`config.mk`:
```
export PLATFORM = sky130hd
export DESIGN_NAME = script_syllable_segmenter
export DESIGN_NICKNAME = d
export VERILOG_FILES = /design/src/hw/rtl/sss_pkg.sv /design/src/hw/rtl/sss_front.sv /design/src/hw/rtl/sss_cmd_fifo.sv /design/src/hw/rtl/sss_back.sv /design/src/hw/rtl/script_syllable_segmenter.sv
export SDC_FILE = /design/constraint.sdc
export NUM_CORES = 1
export LEC_CHECK = 0
export ABC_AREA = 1
export BUFFER_PORTS_ARGS = -buffer_cell sky130_fd_sc_hd__buf_2
export CORE_UTILIZATION = 30
export CTS_CLUSTER_SIZE = 24
export DETAILED_ROUTE_END_ITERATION = 10
export PLACE_DENSITY_LB_ADDON = 0.3
export SETUP_SLACK_MARGIN = 0.15
export SLEW_MARGIN = 20
export SYNTH_ARGS = -nofsm -noshare
export SYNTH_HDL_FRONTEND = slang
export SYNTH_SLANG_ARGS = --single-unit
```
`constraint.sdc`:
```
create_clock -name clk_i -period 5.3 [get_ports clk_i]
set_input_delay 0.53 -clock clk_i [delete_from_list [all_inputs] [get_ports clk_i]]
set_output_delay 0.53 -clock clk_i [all_outputs]
set_load 0.05 [all_outputs]
```
`src/hw/rtl/sss_pkg.sv`:
```
package sss_pkg;

  localparam int unsigned CharW        = 21;
  localparam int unsigned DefaultDepth = 10;
  localparam int unsigned CmdDepth     = 4;

  localparam logic [1:0] ModeHan    = 2'd0;
  localparam logic [1:0] ModeTibRom = 2'd1;
  localparam logic [1:0] ModeTibScr = 2'd2;
  localparam logic [1:0] ModeSkt    = 2'd3;

  localparam logic [CharW-1:0] Tsheg     = 21'h00F0B;
  localparam logic [CharW-1:0] TshegAlt  = 21'h00F0C;
  localparam logic [CharW-1:0] Shad      = 21'h00F0D;
  localparam logic [CharW-1:0] ShadAlt   = 21'h00F11;
  localparam logic [CharW-1:0] SktRVowel = 21'h01E5B;
  localparam logic [CharW-1:0] SktAnusM  = 21'h01E41;
  localparam logic [CharW-1:0] SktAnusN  = 21'h01E43;
  localparam logic [CharW-1:0] SktVisarg = 21'h01E25;
  localparam logic [CharW-1:0] LetterA   = 21'h00061;
  localparam logic [CharW-1:0] LetterI   = 21'h00069;
  localparam logic [CharW-1:0] LetterU   = 21'h00075;

  typedef enum logic [2:0] {
    CL_START = 3'd0,
    CL_PLAIN = 3'd1,
    CL_CONS  = 3'd2,
    CL_FINAL = 3'd3,
    CL_SHAD  = 3'd4,
    CL_SPEC  = 3'd5
  } class_e;

  typedef enum logic [1:0] {
    ST_IDLE,
    ST_LOAD,
    ST_SEND,
    ST_STORE
  } back_state_e;

  // One command per accepted transaction that touches the store.
  typedef struct packed {
    logic             pre_emit;
    logic             pre_clear;
    logic             hold;
    logic             post_emit;
    logic [CharW-1:0] ch;
  } cmd_t;

  localparam int unsigned NumHan = 44;
  localparam logic [CharW-1:0] HanMarks [NumHan] = '{
    21'h20, 21'h3002, 21'h2E, 21'h0A, 21'h2D, 21'h2C, 21'h2F, 21'h28, 21'h29,
    21'h5C, 21'h2551, 21'h3D, 21'h3A, 21'h23, 21'h5F, 21'h0D, 21'h3010,
    21'h3011, 21'h300B, 21'hFF0C, 21'h3000, 21'h3001, 21'hFF1A, 21'h300C,
    21'h300D, 21'hFF1F, 21'hFF01, 21'hFF1B, 21'h300E, 21'h300F, 21'hFF09,
    21'hFF08, 21'hFF0E, 21'h2026, 21'h25CB, 21'h5D, 21'h5B, 21'h2A, 21'h300A,
    21'h2B, 21'hFF0F, 21'h3009, 21'h3008, 21'h25C7
  };

  localparam int unsigned NumTib = 20;
  localparam logic [CharW-1:0] TibMarks [NumTib] = '{
    21'h20, 21'h2E, 21'h0A, 21'h2D, 21'h2C, 21'h2F, 21'h28, 21'h29, 21'h5C,
    21'h2551, 21'h3D, 21'h3A, 21'h23, 21'h5F, 21'h0D, 21'h3010, 21'h3011,
    21'h5B, 21'h5D, 21'h300B
  };

  localparam int unsigned NumCons = 23;
  localparam logic [CharW-1:0] SktCons [NumCons] = '{
    21'h6B, 21'h68, 21'h67, 21'h1E45, 21'h63, 21'h6A, 21'hF1, 21'h1E6D,
    21'h1E0D, 21'h1E47, 21'h74, 21'h64, 21'h6E, 21'h70, 21'h62, 21'h6D,
    21'h79, 21'h72, 21'h6C, 21'h76, 21'h15B, 21'h1E63, 21'h73
  };

  localparam int unsigned NumVow = 12;
  localparam logic [CharW-1:0] SktVow [NumVow] = '{
    21'h61, 21'h69, 21'h75, 21'h65, 21'h6F, 21'h101, 21'h12B, 21'h16B,
    21'h1E5B, 21'h1E5D, 21'h1E37, 21'h1E39
  };

  function automatic logic in_han(logic [CharW-1:0] c);
    logic hit;
    hit = 1'b0;
    for (int i = 0; i < NumHan; i++) hit |= (HanMarks[i] == c);
    return hit;
  endfunction

  function automatic logic in_tib(logic [CharW-1:0] c);
    logic hit;
    hit = 1'b0;
    for (int i = 0; i < NumTib; i++) hit |= (TibMarks[i] == c);
    return hit;
  endfunction

  function automatic logic in_cons(logic [CharW-1:0] c);
    logic hit;
    hit = 1'b0;
    for (int i = 0; i < NumCons; i++) hit |= (SktCons[i] == c);
    return hit;
  endfunction

  function automatic logic in_vow(logic [CharW-1:0] c);
    logic hit;
    hit = 1'b0;
    for (int i = 0; i < NumVow; i++) hit |= (SktVow[i] == c);
    return hit;
  endfunction

  function automatic logic is_upper(logic [CharW-1:0] c);
    return (c >= 21'h41) && (c <= 21'h5A);
  endfunction

  function automatic logic is_lower(logic [CharW-1:0] c);
    return (c >= 21'h61) && (c <= 21'h7A);
  endfunction

  function automatic logic is_digit(logic [CharW-1:0] c);
    return (c >= 21'h30) && (c <= 21'h39);
  endfunction

  // ASCII letters and digits except lowercase k
  function automatic logic latin_mark(logic [CharW-1:0] c);
    return is_upper(c) || is_digit(c) || (is_lower(c) && (c != 21'h6B));
  endfunction

  function automatic logic is_vowel_letter(logic [CharW-1:0] c);
    return (c == 21'h41) || (c == 21'h45) || (c == 21'h49) || (c == 21'h4F) ||
           (c == 21'h55) || (c == 21'h61) || (c == 21'h65) || (c == 21'h69) ||
           (c == 21'h6F) || (c == 21'h75);
  endfunction

  function automatic class_e classify(logic [CharW-1:0] c, logic [1:0] mode);
    class_e t;
    t = CL_SPEC;
    unique case (mode)
      ModeHan: begin
        t = (in_han(c) || latin_mark(c)) ? CL_SPEC : CL_PLAIN;
      end
      ModeTibRom: begin
        if (is_vowel_letter(c) || (c == 21'h27)) t = CL_PLAIN;
        else if (is_upper(c) || is_lower(c)) t = CL_CONS;
        else t = CL_SPEC;
      end
      ModeTibScr: begin
        if ((c == Tsheg) || (c == TshegAlt)) t = CL_FINAL;
        else if ((c == Shad) || (c == ShadAlt)) t = CL_SHAD;
        else if (in_tib(c) || latin_mark(c)) t = CL_SPEC;
        else t = CL_PLAIN;
      end
      default: begin
        if (in_cons(c)) t = CL_CONS;
        else if (in_vow(c)) t = CL_PLAIN;
        else if ((c == SktAnusM) || (c == SktAnusN) || (c == SktVisarg)) t = CL_FINAL;
        else if (is_digit(c)) t = CL_SHAD;
        else t = CL_SPEC;
      end
    endcase
    return t;
  endfunction

endpackage

```
`src/hw/rtl/sss_front.sv`:
```
module sss_front (
  input  logic                     clk_i,
  input  logic                     rst_ni,
  input  logic                     valid_i,
  input  logic [sss_pkg::CharW-1:0] code_point_i,
  input  logic                     end_of_text_i,
  input  logic [1:0]               mode_i,
  output logic                     cmd_valid_o,
  output sss_pkg::cmd_t            cmd_o
);
  import sss_pkg::*;

  class_e           prev_class_q, prev_class_d;
  logic [CharW-1:0] prev_char_q, prev_char_d;
  class_e           t;
  cmd_t             cmd;

  assign t = classify(code_point_i, mode_i);

  always_comb begin
    cmd          = '0;
    cmd.ch       = code_point_i;
    prev_class_d = prev_class_q;
    prev_char_d  = prev_char_q;
    if (end_of_text_i) begin
      cmd.pre_emit = 1'b1;
      prev_class_d = CL_START;
      prev_char_d  = '0;
    end else if (prev_class_q == CL_START) begin
      cmd.pre_clear = 1'b1;
      cmd.hold      = 1'b1;
      unique case (mode_i)
        ModeHan:    prev_class_d = t;
        ModeTibRom: if (t != CL_SPEC) prev_class_d = t;
        ModeTibScr: if (t == CL_PLAIN) prev_class_d = t;
        default:    if (t == CL_CONS || t == CL_PLAIN) prev_class_d = t;
      endcase
    end else begin
      unique case (mode_i)
        ModeHan: begin
          if (t == CL_PLAIN) begin
            cmd.pre_emit = 1'b1;
            cmd.hold     = 1'b1;
          end
          prev_class_d = t;
          prev_char_d  = code_point_i;
        end
        ModeTibRom: begin
          if (prev_class_q != CL_SPEC && t == CL_SPEC) begin
            cmd.pre_emit = 1'b1;
            prev_class_d = t;
            prev_char_d  = code_point_i;
          end else if (t != CL_SPEC) begin
            cmd.hold     = 1'b1;
            prev_class_d = t;
            prev_char_d  = code_point_i;
          end
        end
        ModeTibScr: begin
          if (t == CL_FINAL) begin
            cmd.hold      = 1'b1;
            cmd.post_emit = 1'b1;
            prev_class_d  = t;
            prev_char_d   = code_point_i;
          end else if (prev_class_q == CL_PLAIN && t == CL_SHAD) begin
            // shad closes the syllable as a tsheg
            cmd.hold      = 1'b1;
            cmd.post_emit = 1'b1;
            cmd.ch        = Tsheg;
            prev_class_d  = t;
            prev_char_d   = code_point_i;
          end else if (t == CL_PLAIN) begin
            cmd.hold     = 1'b1;
            prev_class_d = t;
            prev_char_d  = code_point_i;
          end
        end
        default: begin
          if (t == CL_FINAL) begin
            cmd.hold      = 1'b1;
            cmd.post_emit = 1'b1;
            prev_class_d  = t;
            prev_char_d   = code_point_i;
          end else if (prev_class_q == CL_PLAIN &&
                       (t == CL_CONS || t == CL_PLAIN || t == CL_SHAD)) begin
            if (prev_char_q == LetterA &&
                (code_point_i == LetterI || code_point_i == LetterU)) begin
              // a+i / a+u diphthong stays in one syllable
              cmd.hold     = 1'b1;
              prev_class_d = t;
              prev_char_d  = code_point_i;
            end else if (code_point_i == LetterA || code_point_i == SktRVowel ||
                         t == CL_PLAIN || t == CL_CONS) begin
              cmd.pre_emit = 1'b1;
              cmd.hold     = 1'b1;
              prev_class_d = t;
              prev_char_d  = code_point_i;
            end
          end else if (t == CL_PLAIN || t == CL_CONS) begin
            cmd.hold     = 1'b1;
            prev_class_d = t;
            prev_char_d  = code_point_i;
          end
        end
      endcase
    end
  end

  assign cmd_o       = cmd;
  assign cmd_valid_o = valid_i &&
                       (cmd.pre_emit || cmd.pre_clear || cmd.hold || cmd.post_emit);

  always_ff @(posedge clk_i or negedge rst_ni) begin
    if (!rst_ni) begin
      prev_class_q <= CL_START;
      prev_char_q  <= '0;
    end else if (valid_i) begin
      prev_class_q <= prev_class_d;
      prev_char_q  <= prev_char_d;
    end
  end

endmodule

```
`src/hw/rtl/sss_cmd_fifo.sv`:
```
module sss_cmd_fifo (
  input  logic          clk_i,
  input  logic          rst_ni,
  input  logic          wr_i,
  input  sss_pkg::cmd_t wdata_i,
  output logic          full_o,
  input  logic          rd_i,
  output logic          empty_o,
  output sss_pkg::cmd_t rdata_o
);
  import sss_pkg::*;

  localparam int unsigned PtrW = $clog2(CmdDepth);
  localparam int unsigned CntW = $clog2(CmdDepth + 1);

  cmd_t            mem_q [CmdDepth];
  logic [PtrW-1:0] wptr_q, rptr_q;
  logic [CntW-1:0] cnt_q;
  logic            do_wr, do_rd;

  assign full_o  = (cnt_q == CntW'(CmdDepth));
  assign empty_o = (cnt_q == '0);
  assign do_wr   = wr_i && !full_o;
  assign do_rd   = rd_i && !empty_o;
  assign rdata_o = mem_q[rptr_q];

  always_ff @(posedge clk_i) begin
    if (do_wr) mem_q[wptr_q] <= wdata_i;
  end

  always_ff @(posedge clk_i or negedge rst_ni) begin
    if (!rst_ni) begin
      wptr_q <= '0;
      rptr_q <= '0;
      cnt_q  <= '0;
    end else begin
      if (do_wr) wptr_q <= (wptr_q == PtrW'(CmdDepth - 1)) ? '0 : wptr_q + PtrW'(1);
      if (do_rd) rptr_q <= (rptr_q == PtrW'(CmdDepth - 1)) ? '0 : rptr_q + PtrW'(1);
      if (do_wr && !do_rd) cnt_q <= cnt_q + CntW'(1);
      else if (do_rd && !do_wr) cnt_q <= cnt_q - CntW'(1);
    end
  end

endmodule

```
`src/hw/rtl/sss_back.sv`:
```
module sss_back #(
  parameter int unsigned SyllableDepth = sss_pkg::DefaultDepth
) (
  input  logic                      clk_i,
  input  logic                      rst_ni,
  input  logic                      cmd_empty_i,
  input  sss_pkg::cmd_t             cmd_i,
  output logic                      cmd_pop_o,
  output logic                      empty_o,
  input  logic                      pop_i,
  output logic [sss_pkg::CharW-1:0] out_char_o,
  output logic                      last_o,
  output logic                      trunc_o
);
  import sss_pkg::*;

  localparam int unsigned IdxW = $clog2(SyllableDepth);
  localparam int unsigned LenW = $clog2(SyllableDepth + 1);

  back_state_e      state_q, state_d;
  cmd_t             cmd_q;
  logic [CharW-1:0] store_q [SyllableDepth];
  logic [LenW-1:0]  len_q;
  logic [IdxW-1:0]  idx_q;
  logic             ovf_q, post_q, post_d;
  logic             take, room;

  assign take   = pop_i && (state_q == ST_SEND);
  assign last_o = ((LenW'(idx_q) + LenW'(1)) == len_q);
  assign room   = (len_q < LenW'(SyllableDepth));

  always_comb begin
    state_d = state_q;
    post_d  = post_q;
    unique case (state_q)
      ST_IDLE:  if (!cmd_empty_i) state_d = ST_LOAD;
      ST_LOAD: begin
        if (cmd_q.pre_emit && len_q != '0) begin
          state_d = ST_SEND;
          post_d  = 1'b0;
        end else begin
          state_d = ST_STORE;
        end
      end
      ST_SEND:  if (take && last_o) state_d = post_q ? ST_IDLE : ST_STORE;
      ST_STORE: begin
        if (cmd_q.post_emit) begin
          state_d = ST_SEND;
          post_d  = 1'b1;
        end else begin
          state_d = ST_IDLE;
        end
      end
      default:  state_d = ST_IDLE;
    endcase
  end

  always_comb begin
    cmd_pop_o  = (state_q == ST_IDLE) && !cmd_empty_i;
    empty_o    = (state_q != ST_SEND);
    out_char_o = store_q[idx_q];
    trunc_o    = ovf_q;
  end

  always_ff @(posedge clk_i) begin
    if (cmd_pop_o) cmd_q <= cmd_i;
    if (state_q == ST_STORE && cmd_q.hold && room) store_q[len_q[IdxW-1:0]] <= cmd_q.ch;
  end

  always_ff @(posedge clk_i or negedge rst_ni) begin
    if (!rst_ni) begin
      state_q <= ST_IDLE;
      post_q  <= 1'b0;
      len_q   <= '0;
      idx_q   <= '0;
      ovf_q   <= 1'b0;
    end else begin
      state_q <= state_d;
      post_q  <= post_d;
      unique case (state_q)
        ST_LOAD: begin
          // a held syllable about to be sent is kept until its last character
          if (cmd_q.pre_clear || (cmd_q.pre_emit && len_q == '0)) begin
            len_q <= '0;
            ovf_q <= 1'b0;
          end
          idx_q <= '0;
        end
        ST_SEND: begin
          if (take) begin
            if (last_o) begin
              idx_q <= '0;
              len_q <= '0;
              ovf_q <= 1'b0;
            end else begin
              idx_q <= idx_q + IdxW'(1);
            end
          end
        end
        ST_STORE: begin
          if (cmd_q.hold) begin
            if (room) len_q <= len_q + LenW'(1);
            else ovf_q <= 1'b1;
          end
        end
        default: ;
      endcase
    end
  end

endmodule

```
`src/hw/rtl/script_syllable_segmenter.sv`:
```
// Script syllable segmenter.
// Input channel (push/full): one Unicode code point per transaction, or an
// end_of_text_i transaction that flushes the held syllable and restarts.
// Output channel (empty/pop): a finished syllable leaves one character per
// transaction, syllable_last_o on its final character, syllable_truncated_o
// on every character when characters past SYLLABLE_DEPTH were dropped.
// language_mode_i is written at cfg_we_i; write it only while idle.
// The front classifies a character in the cycle it is accepted and queues a
// store command in a 4-entry command queue; full stays low until it fills.
// The back finishes one command before it takes the next: idle, load, a send
// of the held syllable if the command emits before storing, store, and a send
// if it emits after; each send gives one character per pop from the back's
// single store port. With the back idle, the first result of a syllable shows
// once the command leaves load, or store when the closing character is part of it.
// When the receiver holds off pop, the back waits on the current character
// and the queue absorbs up to 4 commands before full rises.
// Reset empties the queue and store, sets start-of-text state and mode 0.
module script_syllable_segmenter #(
  parameter int unsigned SYLLABLE_DEPTH = sss_pkg::DefaultDepth
) (
  input  logic                      clk_i,
  input  logic                      rst_ni,
  input  logic                      push,
  output logic                      full,
  input  logic [sss_pkg::CharW-1:0] code_point_i,
  input  logic                      end_of_text_i,
  output logic                      empty,
  input  logic                      pop,
  output logic [sss_pkg::CharW-1:0] out_char_o,
  output logic                      syllable_last_o,
  output logic                      syllable_truncated_o,
  input  logic                      cfg_we_i,
  input  logic [1:0]                language_mode_i
);
  import sss_pkg::*;

  logic [1:0] mode_q;
  logic       accept;
  logic       cmd_valid, cmd_empty, cmd_pop;
  cmd_t       cmd_in, cmd_out;

  // Mode register
  always_ff @(posedge clk_i or negedge rst_ni) begin
    if (!rst_ni) begin
      mode_q <= ModeHan;
    end else if (cfg_we_i) begin
      mode_q <= language_mode_i;
    end
  end

  assign accept = push && !full;

  // Front: classify and track previous class and character
  sss_front u_front (
    .clk_i         (clk_i),
    .rst_ni        (rst_ni),
    .valid_i       (accept),
    .code_point_i  (code_point_i),
    .end_of_text_i (end_of_text_i),
    .mode_i        (mode_q),
    .cmd_valid_o   (cmd_valid),
    .cmd_o         (cmd_in)
  );

  // Command queue decouples the front from the back
  sss_cmd_fifo u_fifo (
    .clk_i   (clk_i),
    .rst_ni  (rst_ni),
    .wr_i    (cmd_valid),
    .wdata_i (cmd_in),
    .full_o  (full),
    .rd_i    (cmd_pop),
    .empty_o (cmd_empty),
    .rdata_o (cmd_out)
  );

  // Back: syllable store and character stream
  sss_back #(
    .SyllableDepth (SYLLABLE_DEPTH)
  ) u_back (
    .clk_i       (clk_i),
    .rst_ni      (rst_ni),
    .cmd_empty_i (cmd_empty),
    .cmd_i       (cmd_out),
    .cmd_pop_o   (cmd_pop),
    .empty_o     (empty),
    .pop_i       (pop),
    .out_char_o  (out_char_o),
    .last_o      (syllable_last_o),
    .trunc_o     (syllable_truncated_o)
  );

`ifndef SYNTHESIS
  // A syllable streams without gaps until its last character.
  a_stream_cont: assert property (@(posedge clk_i) disable iff (!rst_ni)
    pop && !empty && !syllable_last_o |=> !empty)
    else $error("syllable stream broke before last character");

  // Truncation flag is constant across one syllable.
  a_trunc_stable: assert property (@(posedge clk_i) disable iff (!rst_ni)
    pop && !empty && !syllable_last_o |=>
      syllable_truncated_o == $past(syllable_truncated_o))
    else $error("truncation flag changed within a syllable");
`endif

endmodule

```
==> impl_metrics.py <==
metrics = {
    "floorplanning": {
        "core.rowCount": 87,
        "die-area_mm2": 0.0579,
        "fp.dieH_um": 241,
        "die_x_um": 241,
        "pin_count": 54,
        "core-area_mm2": 0.0564,
        "start_util": 0.303,
    },
    "clocking": {
        "clock_latency_ns": 0.56,
        "cts_setup_buffers": 0,
        "cts_hold_buffers": 0,
        "cts-resized-gates": 0,
        "clockBufferDepth": 3,
        "clk_pin_slew_ns": 0.06,
        "htreeDepth": 2,
        "cts_root_buf": "clkbuf_16",
        "cts_buffers": 42,
        "cts.sinks": 380,
        "cts_tree": "done",
    },
    "power_and_ir_drop": {
        "power.total_mw": 10.1,
        "p_leak_nw": 7.07,
        "ir_drop_mv": 0.278,
        "p_per_area_mw_per_mm2": 517,
    },
    "sta": {
        "period_needed_ns": 3.89,
        "worst_slew_margin_rel": 0.260,
        "fin_tns_setup_ns": 0,
        "rsz0062_at_grt": "no",
        "slew_viol_final": 0,
        "hold_violations": 0,
        "max_freq_mhz": 257,
        "finalCritPeriodShare": 0.733,
        "timing.hold.ws_ns": 0.108,
        "setup_viol": 0,
        "worstMarginPinSlew_ns": 1.10,
        "finClkSkew_ns": 0.0217,
    },
    "place": {
        "gp_congestion": 0.903,
        "dp_hpwl_mm": 27.0,
        "port_buffers": 53,
    },
    "setup_path": {
        "critical_path_class": "reg2out",
        "crit_required_ns": 4.77,
        "reg2reg_slack_ns": 1.48,
        "rr_startpoint": "mode_q[1]",
        "path_max_fanout": 53,
        "worstPathArrival_ns": 3.36,
        "crit_path_end_kind": "output pin",
        "startpoint": "u_back.idx_q[0]",
        "worstSetupEndpoint": "out_char_o[5]",
        "r2r_cells": 23,
        "cp-start-kind": "register",
        "worst_r2r_endpoint": "u_fifo.cnt_q[2]",
    },
    "synthesis": {
        "syn_avg_cell_area_um2": 10.8,
        "synth.yosys.seq_area_share": 0.654,
        "yosysWarnings": 0,
        "synthesis.nets": 1627,
        "ys_seq_elements": 380,
        "synth_ff_type": "edfxtp_1",
        "async_flop_share": 0.118,
        "netlist_instances": 1582,
        "synth_enable_flop_cells": 335,
        "synth.cell_area_mm2": 0.0171,
        "synth.distinct_cells": 51,
    },
    "global_route": {
        "grt.busiest_layer": "met2",
        "first_global_vias": 11500,
        "grt_max_degree": 89,
        "antenna_found_initial": 0,
        "globalRouteMet1Util": 0.198,
        "grtUsageMet3": 0.0237,
        "track_usage": 0.150,
        "grt_pass1_wl_mm": 66.5,
        "grt_remaining_overflow": 0,
        "met2_usage": 0.253,
    },
    "final_layout": {
        "drive_above_1_share": 0.156,
        "layout_common_cells": "335 x edfxtp_1, 273 x nand2_1, 201 x nor2_1",
        "num-fill-cells": 5696,
        "areaGrowthSynthToFinish_pct": 13.9,
        "nNetsFinal": 1668,
        "final_core_util": 0.345,
        "layout_commonest_cell": "edfxtp_1",
    },
    "detailed_routing": {
        "num_vias": 11700,
        "drt_iter0_drc": 1036,
        "drtPass1Iterations": 5,
        "routed_wl_mm": 43.1,
        "drc": 0,
        "antenna_left": 0,
        "via_per_inst": 4.86,
        "routedWlPerCell_um": 17.9,
    },
    "run": {
        "cap_viol_max_count": 0,
    },
    "min_path": {
        "hp-class": "in2async",
    },
    "outcome": {
        "status": "finished clean",
    },
}
## layout make-up
class	instances	area, µm²	share of cell area
Multi-Input combinational cell	1018	5200	0.267
Antenna cell	1	2.50	0.000129
Clock inverter	23	188	0.00964
Clock buffer	54	1100	0.0563
Sequential cell	380	11200	0.575
Inverter	104	399	0.0205
Tap cell	756	946	0.0486
Timing Repair Buffer	77	445	0.0229
## where the power goes
group	internal (mW)	switching (mW)
registers	4.00	0.432
logic	0.734	2.15
clock network	1.53	1.20
## through the flow
stage / cells / worst slack (ns) / instance area (µm²)
3_3_place_gp: 2335 / 0.854 / 18200
5_1_grt: 2412 / 1.02 / 19500
3_5_place_dp: 2335 / 0.983 / 18200
4_1_cts: 2412 / 1.30 / 19500
2_1_floorplan: 1582 / 1.41 / 17100
6_report: 2413 / 1.41 / 19500
## registers in the layout, indices dropped and copies added, names as in the netlist
signal,flops
u_back.store_q,210
u_front.prev_char_q,21
u_fifo.cnt_q,3
u_fifo.rptr_q,2
u_back.post_q,1
u_fifo.mem_q,100
mode_q,2
u_back.trunc_o,1
u_back.idx_q,4
u_back.state_q,2
u_back.len_q,4
u_fifo.wptr_q,2
u_front.prev_class_q,3
u_back.cmd_q,25
## worst max-delay path: stages (launching register included)
cell and delay, ns:
dfrtp_4 0.60, inv_2 0.55, buf_4 0.60, nand2_1 0.11, a221oi_1 0.27, o21ai_0 0.13, o21ai_0 0.16, buf_2 0.33
## cell usage after synthesis, types with 15 or more instances
master	number	area, µm²
nor2_2	15	93.8
dfrtp_1	45	1130
nor3_1	23	115
edfxtp_1	335	10100
o21ai_0	181	906
o21ai_2	20	175
inv_1	82	308
nor2_1	206	773
inv_2	16	60.1
ha_1	15	188
nand2_2	24	150
nand2_1	273	1020
a21oi_1	60	300
a221oi_1	21	184
o22ai_1	48	300
nand4_1	23	144
nand3_1	54	270
clkbuf_1	62	233
## worst min path at each step
| stage | end | depth (start not counted) | slack [ns] | startpoint |
|---|---|---|---|---|
| 4_1_cts | u_front.prev_class_q[0] | 2 | 0.12 | rst_ni |
| 5_1_grt | u_front.prev_class_q[0] | 2 | 0.15 | rst_ni |
| 3_5_place_dp | u_front.prev_char_q[17] | 2 | 0.46 | u_front.prev_char_q[17] |
| 2_1_floorplan | mode_q[0] | 0 | 0.23 | rst_ni |
| 6_report | u_front.prev_class_q[0] | 2 | 0.11 | rst_ni |
| 3_3_place_gp | u_front.prev_char_q[15] | 2 | 0.46 | u_front.prev_char_q[15] |
## logic make-up (layout without fill, tap and decap cells)
| logic type | after synthesis | in the layout | synth area share |
|---|---|---|---|
| adder cells (fa/ha/maj) | 16 | 16 | 0.0122 |
| multiplexers | 2 | 2 | 0.00124 |
| flip-flops | 380 | 380 | 0.654 |
| AND/OR/NAND/NOR | 649 | 649 | 0.168 |
| buffers and inverters | 184 | 258 | 0.0450 |
| AO/OA/AOI/OAI | 344 | 344 | 0.115 |
| XOR/XNOR | 7 | 7 | 0.00359 |
| other | 0 | 1 | 0 |
## routing by layer
layer,part of all wire,vias to the layer above
li1,-,5653
met1,0.46,5740
met2,0.48,263
met3,0.041,63
met4,0.021,0
met5,0,-
Power figures use the tool's default switching activity.
